`src/bbe_pkg.sv`:
```
// Package for the edge-normalized box blur: widths, sizes, register map and
// sequencer states. No dependencies; imported by box_blur_edge_normalized.
`default_nettype none

package bbe_pkg;

  // field and state widths
  localparam int unsigned MagW   = 24;
  localparam int unsigned IdxW   = 12;
  localparam int unsigned SumW   = 31;
  localparam int unsigned RadW   = 6;

  // window limits
  localparam int unsigned MaxRadius  = 32;
  localparam int unsigned StoreDepth = 2 * MaxRadius + 1;
  localparam int unsigned PtrW       = $clog2(StoreDepth);
  localparam int unsigned CntW       = $clog2(StoreDepth + 1);
  localparam int unsigned MaxBins    = 4096;

  // serial divider: one quotient bit per step over the whole sum
  localparam int unsigned DivSteps = SumW;
  localparam int unsigned StepW    = $clog2(DivSteps);

  // register map
  localparam int unsigned AddrW = 3;
  localparam logic [AddrW-1:0] AddrRadius = 3'd0;

  typedef enum logic [2:0] {
    ST_IDLE,
    ST_CHECK,
    ST_START,
    ST_DIV,
    ST_OUT,
    ST_SUB
  } bbe_state_e;

endpackage

`default_nettype wire

```
`src/box_blur_edge_normalized.sv`:
```
// Edge-normalized box blur over one frame of magnitude bins.
// Depends on bbe_pkg (widths, register map, sequencer states).
`default_nettype none

// Streaming moving average: output bin i is the truncated mean of the input
// bins within radius of i, the window clipped to the frame and divided by the
// number of bins inside it. Output i leaves once bin i+radius has come in; the
// last bin of a frame (flagged, or bin 4095) flushes the remaining outputs.
// The radius register (0..63, above 32 clamps to 32) is sampled on the first
// bin of each frame. One request is handled at a time: no new bin is taken
// until the last one and every result it releases is through. Each result
// comes from the restoring divider, one quotient bit per cycle, and is held
// until the output takes it. The window store holds undefined data after
// reset and needs no clearing; only entries written in this frame are read.
module box_blur_edge_normalized
  import bbe_pkg::*;
(
  input  wire logic              clk_i,
  input  wire logic              rst_ni,
  // input requests
  input  wire logic              in_valid_i,
  output logic                   in_stall_o,
  input  wire logic [MagW-1:0]   magnitude_i,
  input  wire logic              last_bin_i,
  // output requests
  output logic                   out_valid_o,
  input  wire logic              out_stall_i,
  output logic [MagW-1:0]        average_o,
  output logic [IdxW-1:0]        bin_index_o,
  output logic                   last_o,
  // configuration port
  input  wire logic              psel,
  input  wire logic              penable,
  input  wire logic              pwrite,
  input  wire logic [AddrW-1:0]  paddr,
  input  wire logic [31:0]       pwdata,
  output logic [31:0]            prdata,
  output logic                   pready
);

  bbe_state_e state_q, state_d;

  logic [RadW-1:0]   radius_q;
  logic [RadW-1:0]   frame_radius_q;
  logic [SumW-1:0]   sum_q;
  logic [IdxW-1:0]   bins_seen_q;
  logic [PtrW-1:0]   wr_ptr_q;
  logic [PtrW-1:0]   rd_ptr_q;

  logic [IdxW-1:0]   n_q;
  logic              end_q;
  logic [IdxW-1:0]   idx_q;
  logic [SumW-1:0]   div_q;
  logic [CntW-1:0]   rem_q;
  logic [CntW-1:0]   count_q;
  logic [StepW-1:0]  step_q;
  logic [MagW-1:0]   rd_data_q;

  logic [MagW-1:0]   store_q [StoreDepth];

  logic              in_accept;
  logic              out_accept;
  logic              cfg_write;
  logic [IdxW-1:0]   fr_ext;
  logic              emit_now;
  logic              idx_in_window;
  logic              is_final;
  logic [IdxW-1:0]   lo;
  logic [IdxW-1:0]   count_full;
  logic [CntW:0]     rem_shift;
  logic [CntW:0]     rem_diff;
  logic              q_bit;
  logic [RadW-1:0]   radius_clamped;

  assign in_accept  = in_valid_i && !in_stall_o;
  assign out_accept = out_valid_o && !out_stall_i;

  // configuration access
  assign pready    = 1'b1;
  assign cfg_write = psel && penable && pwrite && pready && (paddr == AddrRadius);
  always_comb begin
    prdata = '0;
    if (paddr == AddrRadius) begin
      prdata = {{(32-RadW){1'b0}}, radius_q};
    end
  end

  assign radius_clamped = (radius_q > RadW'(MaxRadius)) ? RadW'(MaxRadius) : radius_q;

  // window bookkeeping
  assign fr_ext        = {{(IdxW-RadW){1'b0}}, frame_radius_q};
  assign emit_now      = (n_q >= fr_ext);
  assign idx_in_window = (idx_q >= fr_ext);
  assign is_final      = (idx_q == n_q);
  assign lo            = idx_in_window ? (idx_q - fr_ext) : '0;
  assign count_full    = n_q - lo + IdxW'(1);

  // restoring divider step
  assign rem_shift = {rem_q, div_q[SumW-1]};
  assign rem_diff  = rem_shift - {1'b0, count_q};
  assign q_bit     = (rem_shift >= {1'b0, count_q});

  // next state
  always_comb begin
    state_d = state_q;
    case (state_q)
      ST_IDLE: begin
        if (in_accept) begin
          state_d = ST_CHECK;
        end
      end
      ST_CHECK: begin
        if (emit_now || end_q) begin
          state_d = ST_START;
        end else begin
          state_d = ST_IDLE;
        end
      end
      ST_START: state_d = ST_DIV;
      ST_DIV: begin
        if (step_q == StepW'(DivSteps - 1)) begin
          state_d = ST_OUT;
        end
      end
      ST_OUT: begin
        if (out_accept) begin
          state_d = ST_SUB;
        end
      end
      ST_SUB: begin
        if (end_q && !is_final) begin
          state_d = ST_START;
        end else begin
          state_d = ST_IDLE;
        end
      end
      default: state_d = ST_IDLE;
    endcase
  end

  // handshake outputs
  always_comb begin
    in_stall_o  = 1'b1;
    out_valid_o = 1'b0;
    case (state_q)
      ST_IDLE: in_stall_o  = 1'b0;
      ST_OUT:  out_valid_o = 1'b1;
      default: begin
        in_stall_o  = 1'b1;
        out_valid_o = 1'b0;
      end
    endcase
  end

  assign average_o   = div_q[MagW-1:0];
  assign bin_index_o = idx_q;
  assign last_o      = end_q && is_final;

  // control state
  always_ff @(posedge clk_i or negedge rst_ni) begin
    if (!rst_ni) begin
      state_q        <= ST_IDLE;
      radius_q       <= '0;
      frame_radius_q <= '0;
      sum_q          <= '0;
      bins_seen_q    <= '0;
      wr_ptr_q       <= '0;
      rd_ptr_q       <= '0;
    end else begin
      state_q <= state_d;
      if (cfg_write) begin
        radius_q <= pwdata[RadW-1:0];
      end
      case (state_q)
        ST_IDLE: begin
          if (in_accept) begin
            if (bins_seen_q == '0) begin
              frame_radius_q <= radius_clamped;
            end
            sum_q    <= sum_q + {{(SumW-MagW){1'b0}}, magnitude_i};
            wr_ptr_q <= (wr_ptr_q == PtrW'(StoreDepth - 1)) ? '0 : wr_ptr_q + PtrW'(1);
          end
        end
        ST_CHECK: begin
          if (!emit_now && !end_q) begin
            bins_seen_q <= n_q + IdxW'(1);
          end
        end
        ST_SUB: begin
          if (end_q && is_final) begin
            // frame done: start the next one clean
            sum_q       <= '0;
            bins_seen_q <= '0;
            wr_ptr_q    <= '0;
            rd_ptr_q    <= '0;
          end else begin
            if (idx_in_window) begin
              sum_q    <= sum_q - {{(SumW-MagW){1'b0}}, rd_data_q};
              rd_ptr_q <= (rd_ptr_q == PtrW'(StoreDepth - 1)) ? '0 : rd_ptr_q + PtrW'(1);
            end
            if (!end_q) begin
              bins_seen_q <= n_q + IdxW'(1);
            end
          end
        end
        default: begin
        end
      endcase
    end
  end

  // datapath
  always_ff @(posedge clk_i) begin
    case (state_q)
      ST_IDLE: begin
        if (in_accept) begin
          n_q   <= bins_seen_q;
          end_q <= last_bin_i || (bins_seen_q == IdxW'(MaxBins - 1));
        end
      end
      ST_CHECK: begin
        idx_q <= emit_now ? (n_q - fr_ext) : '0;
      end
      ST_START: begin
        div_q   <= sum_q;
        rem_q   <= '0;
        count_q <= count_full[CntW-1:0];
        step_q  <= '0;
      end
      ST_DIV: begin
        rem_q  <= q_bit ? rem_diff[CntW-1:0] : rem_shift[CntW-1:0];
        div_q  <= {div_q[SumW-2:0], q_bit};
        step_q <= step_q + StepW'(1);
      end
      ST_SUB: begin
        idx_q <= idx_q + IdxW'(1);
      end
      default: begin
      end
    endcase
  end

  // window store: ring over the last bins of the frame
  always_ff @(posedge clk_i) begin
    if (in_accept) begin
      store_q[wr_ptr_q] <= magnitude_i;
    end
    rd_data_q <= store_q[rd_ptr_q];
  end

endmodule

`default_nettype wire
```
`config.mk`:
```
export PLATFORM = sky130hd
export DESIGN_NAME = box_blur_edge_normalized
export DESIGN_NICKNAME = d
export VERILOG_FILES = /design/src/bbe_pkg.sv /design/src/box_blur_edge_normalized.sv
export SDC_FILE = /design/constraint.sdc
export NUM_CORES = 2
export LEC_CHECK = 0
export BUFFER_PORTS_ARGS = -buffer_cell sky130_fd_sc_hd__buf_2
export CAP_MARGIN = 5
export CELL_PAD_IN_SITES_DETAIL_PLACEMENT = 1
export CELL_PAD_IN_SITES_GLOBAL_PLACEMENT = 2
export CORE_MARGIN = 5
export CORE_UTILIZATION = 50
export CTS_BUF_LIST = sky130_fd_sc_hd__clkbuf_16
export DETAILED_ROUTE_END_ITERATION = 10
export HOLD_SLACK_MARGIN = 0.12
export PLACE_DENSITY = 0.85
export SLEW_MARGIN = 25
export SYNTH_ARGS = -nofsm -noshare
export SYNTH_HDL_FRONTEND = slang
export SYNTH_SLANG_ARGS = --single-unit
export TNS_END_PERCENT = 5
```
`constraint.sdc`:
```
create_clock -name clk_i -period 9.9 [get_ports clk_i]
set_input_delay 0.495 -clock clk_i [delete_from_list [all_inputs] [get_ports clk_i]]
set_output_delay 0.495 -clock clk_i [all_outputs]
set_load 0.02 [all_outputs]
```
## After elaboration in Yosys (flattened, before gate mapping)

Memories as Yosys holds them, arrays and structs flattened. A register that Yosys moved wholly into a read port is not among the register bits.
Cells that the tools add are included.

- Flip-flop bits (word level): 147
- RAM bits: 1560
- Bits of input ports: 67
- Word-level logic and storage cells: 110
- Memories kept: 1

Memory list:

| name | depth | width | read ports | clocked after Yosys merged registers in | write ports | line | text |
|---|---|---|---|---|---|---|---|
| store_q | 65 | 24 | 1 | 1 | 1 | box_blur_edge_normalized.sv:59 | `logic [MagW-1:0] store_q [StoreDepth];` |

- $add $sub $neg: 12
- Magnitude comparators: 4
- Equal/unequal tests: 17
- Muxes and demuxes: 34
- Reductions and logical operators: 28

Operators by type and width:

| kind | count |
|---|---|
| one-hot mux 31 bit (2 select lines) | 2 |
| two-way mux 31 bit | 3 |
| two-way mux 7 bit | 8 |
| two-way mux 12 bit | 4 |
| one-hot mux 12 bit (2 select lines) | 2 |
| adder 31 x 24 -> 31 bit | 1 |
| subtractor 31 x 24 -> 31 bit | 1 |
| one-hot mux 7 bit (2 select lines) | 2 |
| adder 12 x 1 -> 12 bit (second input constant) | 2 |
| >= comparator 12 x 6 -> 1 bit | 2 |
| adder 7 x 1 -> 7 bit (second input constant) | 3 |
| one-hot mux 3 bit (6 select lines) | 1 |
| AND reduction 3 bit | 5 |
| == test 7 bit (second input constant) | 2 |
| subtractor 7 bit | 2 |
| == test 12 bit | 1 |
| == test 12 bit (second input constant) | 1 |
| logical NOT 12 bit | 1 |
| two-way mux 6 bit | 2 |
| subtractor 12 x 6 -> 12 bit | 1 |
| inequality test 2 bit (second input constant) | 5 |
| one-hot mux 5 bit (2 select lines) | 1 |
| two-way mux 3 bit | 3 |
| >= comparator 8 x 7 -> 1 bit | 1 |
| other kinds (16) | 39 |

## Depth between registers and ports, before layout

- Depth after elaboration: 5
- Gate-level depth with buffers: 17
- Depth with buffers taken out: 17

## Worst setup path after synthesis

Ideal clock, no wire load.

- Path kind: register -> register
- Start point: reg idx_q[0], in the netlist bin_index_o[0]
- End point: reg count_q[6] (data pin)
- Arrival: 3.601 ns
- Required time: 9.640 ns
- Setup slack: 6.040 ns
- Cell stages (with the launch flop): 18
- Period minus slack after synthesis: 3.860 ns
- Cell sequence: edfxtp_1 > inv_1 > ha_1 > inv_1 > fa_1 > a211oi_1 > o21bai_1 > a2111o_1 > and2_1 > ha_1 > inv_1 > ha_1 > a21o_1 > a21oi_1 > o21bai_1 > a21oi_1 > xnor2_1 > xnor2_1

- Cells in the longest elaborated chain, start to end: 4

RTL lines:

| what | line | text |
|---|---|---|
| start, declared | box_blur_edge_normalized.sv:52 | `logic [IdxW-1:0] idx_q;` |
| start signal, assigned | box_blur_edge_normalized.sv:222 | `idx_q <= emit_now ? (n_q - fr_ext) : '0;` |
| start signal, assigned | box_blur_edge_normalized.sv:236 | `idx_q <= idx_q + IdxW'(1);` |
| >= comparator 12 x 6 -> 1 bit / subtractor 7 x 6 -> 7 bit (equally long branches) | box_blur_edge_normalized.sv:93, box_blur_edge_normalized.sv:95 |  |
| two-way mux 7 bit (*) | box_blur_edge_normalized.sv:95 | `assign lo = idx_in_window ? (idx_q - fr_ext) : '0;` |
| subtractor 7 bit (*) | box_blur_edge_normalized.sv:96 | `assign count_full = n_q - lo + IdxW'(1);` |
| adder 7 x 1 -> 7 bit (*) | box_blur_edge_normalized.sv:96 |  |
| named net count_full[6] | box_blur_edge_normalized.sv:69 | `logic [IdxW-1:0] count_full;` |
| end signal, assigned | box_blur_edge_normalized.sv:227 | `count_q <= count_full[CntW-1:0];` |
| end, declared | box_blur_edge_normalized.sv:55 | `logic [CntW-1:0] count_q;` |

Mark *: on every way through the listed nets, which the timed path passes. The rest lies on a longest branch.
A chain may end at the register's enable or synchronous reset.

==> results.md <==
* Status: finished clean
* Seq/Total Area, Yosys at 0.725
* Nets@finish at 3879
* Leak at between 20 and 30 nW
* Avg Cell Area, Syn at 20.2 sq um
* Initial antenna violation count at 13
* Most common cell after layout, fill and taps aside: edfxtp_1
* Setup TNS at 0 ns
* Final clock skew at 0.0396 ns
* Slowest cell on crit path: dfrtp_4
* Max Root-Sink Buffers at 3
* Placement Rows at 138
* Initial core utilization at 0.502
* Crit Path Class: reg2reg
* Synthesis-to-layout area growth at 12.3%
* Syn Std Cell Area at 70900 sq um
* Most common cell on crit path: mux4_2
* Final GP Congestion at approximately 0.8
* Type of origin of the critical path: register
* DRC viols at 0
* Most frequent cells in the layout: edfxtp_1, mux4_2, clkbuf_16, inv_1, buf_4
* Layout cells sized above 1 at 0.282
* DRT antenna net count at 0
* Die area at 149000 sq um
* Initial DRC Count at ~4200
* Worst Max-Slew Pin Slew at 1.06 ns
* WHS at roughly 0.19 ns
* PortBufs at 85
* Total power at 20.7 mW
* Unrepaired setup endpoints after global routing: no
* GR Overflow Total at 0
* First-pass GRT wire length at 274 mm
* Crit path time final at 4.54 ns
* Max-slew violations at 0
* Vias per std cell at 6.29
* Final Hold Viols at 0
* Final setup fails at 0
* Crit Path Max Fanout at 107
* Die height at a little under 400 um
* Worst path buffer plus inverter count at 2
* Ports at 139
* Cts bufs inserted at 172
* Number of synthesized flops with an enable pin at 1635
* DPL Wire Length at 106 mm
* Worst path required time at ~11 ns
* Largest net degree at the start of global routing at about 140
* Post-Route WL at 189 mm
* Worst-Skew Late Latency at 0.80 ns
* Pwr/cell area at between 200 and 300 nW/um^2
* Htree depth at 4
* Vias in the first global route at 38300
* Reg2Reg Setup Slack at around 5.4 ns
* Yosys reg bits at 1731
* Most used flip-flop cell after synthesis: edfxtp_1
* CP cell instances: buf_4, buf_12, mux4_2, mux4_2, mux4_2, mux2_2
* Total GRT Usage at 0.253
* Slew HR at 0.293
* Die W at between 300 and 400 um
* CP Capture Type: register
* Max-Cap Viols at 0
* Synth warn at 0
* Cells after Synth at around 3500
* Core Box Area at 141000 sq um
* # Post-CTS Setup Buffers at 0
* Synth async-reset ratio at 0.0416
* Worst EP arrival at 5.20 ns
* CTS Root Buffer Type: clkbuf_16
* Maximum vdd drop at around 0.28 mV
* Clk pin slew, worst setup/hold paths at 0.06 ns
* Worst min-delay path class: in2reg
* Max Freq at 0.220 GHz
* WL per Instance at 32.8 um
* Vias post-DR at 36200
* CTS tree: yes
* First-pass DRT Iterations at 5
* Cell family with most CP delay: multiplexers
* Yosys cell types at 70
* Clk sinks at 1731
* CP max stage delay at 0.95 ns
* Period utilization at 0.458
layout make-up:
| type | instances | area, sq um |
|---|---|---|
| well taps | 1890 | 2360 |
| flip-flops and latches | 1731 | 51400 |
| multi-input cells | 1524 | 18400 |
| repair buffers | 214 | 1500 |
| clock buffers | 175 | 4380 |
| inverters | 77 | 289 |
| clock inverters | 145 | 1260 |
| fillers | 12300 | 61700 |
| diodes | 1 | 2.50 |
path summary, 6_finish.rpt:
path / cells after the start / endpoint / from
setup / recovery: 6 / rd_data_q[21] / rd_ptr_q[0]
setup reg to reg: 6 / rd_data_q[21] / rd_ptr_q[0]
min in group asynchronous: 2 / sum_q[20] / rst_ni
hold / removal: 1 / store_q[13][18] / magnitude_i[18]
max in group asynchronous: 3 / radius_q[2] / rst_ni
hold reg to reg: 1 / rd_data_q[9] / store_q[64][9]
synthesized netlist by cell type, drive strengths merged (3+ instances only):
master	count	area, sq um
clkbuf	85	319
mux4	504	11400
o21a	14	105
ha	86	1080
o22ai	12	75.1
nor3	23	115
nand2b	22	145
o41ai	4	35.0
a2111oi	5	43.8
a211o	7	61.3
o21ai	63	315
xor2	52	455
o21bai	7	52.6
a221oi	10	87.6
nor2	167	627
o31ai	19	143
nor2b	14	87.6
nor4	13	81.3
a22oi	4	30.0
a211oi	12	95.1
nand2	104	390
dfrtp	72	1800
buf	122	766
and2	9	56.3
inv	77	289
fa	6	120
mux2	62	698
nand3	38	190
a21oi	67	339
or2	6	37.5
edfxtp	1635	49100
a311oi	4	35.0
xnor2	43	377
a31oi	12	75.1
dfxtp	24	480
or3	4	25.0
o211ai	12	90.1
a21boi	5	37.5
o221ai	3	26.3
nand4	14	87.6
nand3b	5	37.5
or4	4	30.0
a21o	22	165
and3	16	100
stage by stage:
stage	instances	utilization	worst slack [ns]	instance area, sq um
5_1_grt	5756	0.563	5.14	79600
4_1_cts	5755	0.563	5.26	79600
2_1_floorplan	3539	-	6.04	71000
3_3_place_gp	5425	0.523	5.39	73800
6_report	5757	0.563	5.36	79600
3_5_place_dp	5425	0.523	5.29	73800
logic make-up after synthesis:
| kind of cell | count (synthesis) | share of synthesized area |
|---|---|---|
| other | 2 | 0.000106 |
| multiplexers | 566 | 0.170 |
| buffers and inverters | 284 | 0.0194 |
| flip-flops | 1731 | 0.725 |
| AO/OA/AOI/OAI | 295 | 0.0274 |
| adder cells (fa/ha/maj) | 92 | 0.0169 |
| AND/OR/NAND/NOR | 449 | 0.0297 |
| XOR/XNOR | 95 | 0.0117 |
layer usage:
| metal | up-vias | GRT usage | share of wire |
|---|---|---|---|
| met5 | - | 0 | 0.00037 |
| li1 | 14800 | - | - |
| met3 | 328 | 0.0599 | 0.089 |
| met2 | 1817 | 0.409 | 0.49 |
| met1 | 19200 | 0.341 | 0.38 |
| met4 | 10 | 0.0867 | 0.035 |
repair_timing:
action / CTS / global route
gates resized for setup: 0 / 0
hold endpoints to repair: 32 / 0
hold buffers: 10 / 0
where the power goes:
part           total (mW)  internal [mW]  switching, mW
registers            8.82           8.43          0.390
logic                5.38           2.47           2.91
clock network        6.50           3.68           2.82
total                20.7           14.6           6.12
registers in the layout, indices dropped and copies added, names as in the netlist:
signal	count
radius_q	6
n_q	12
store_q	1560
bin_index_o	12
frame_radius_q	6
bins_seen_q	12
step_q	5
count_q	7
state_q	3
sum_q	31
wr_ptr_q	7
rem_q	7
div_q	31
rd_data_q	24
end_q	1
rd_ptr_q	7
Note: power is estimated with default switching activity, not from simulation.
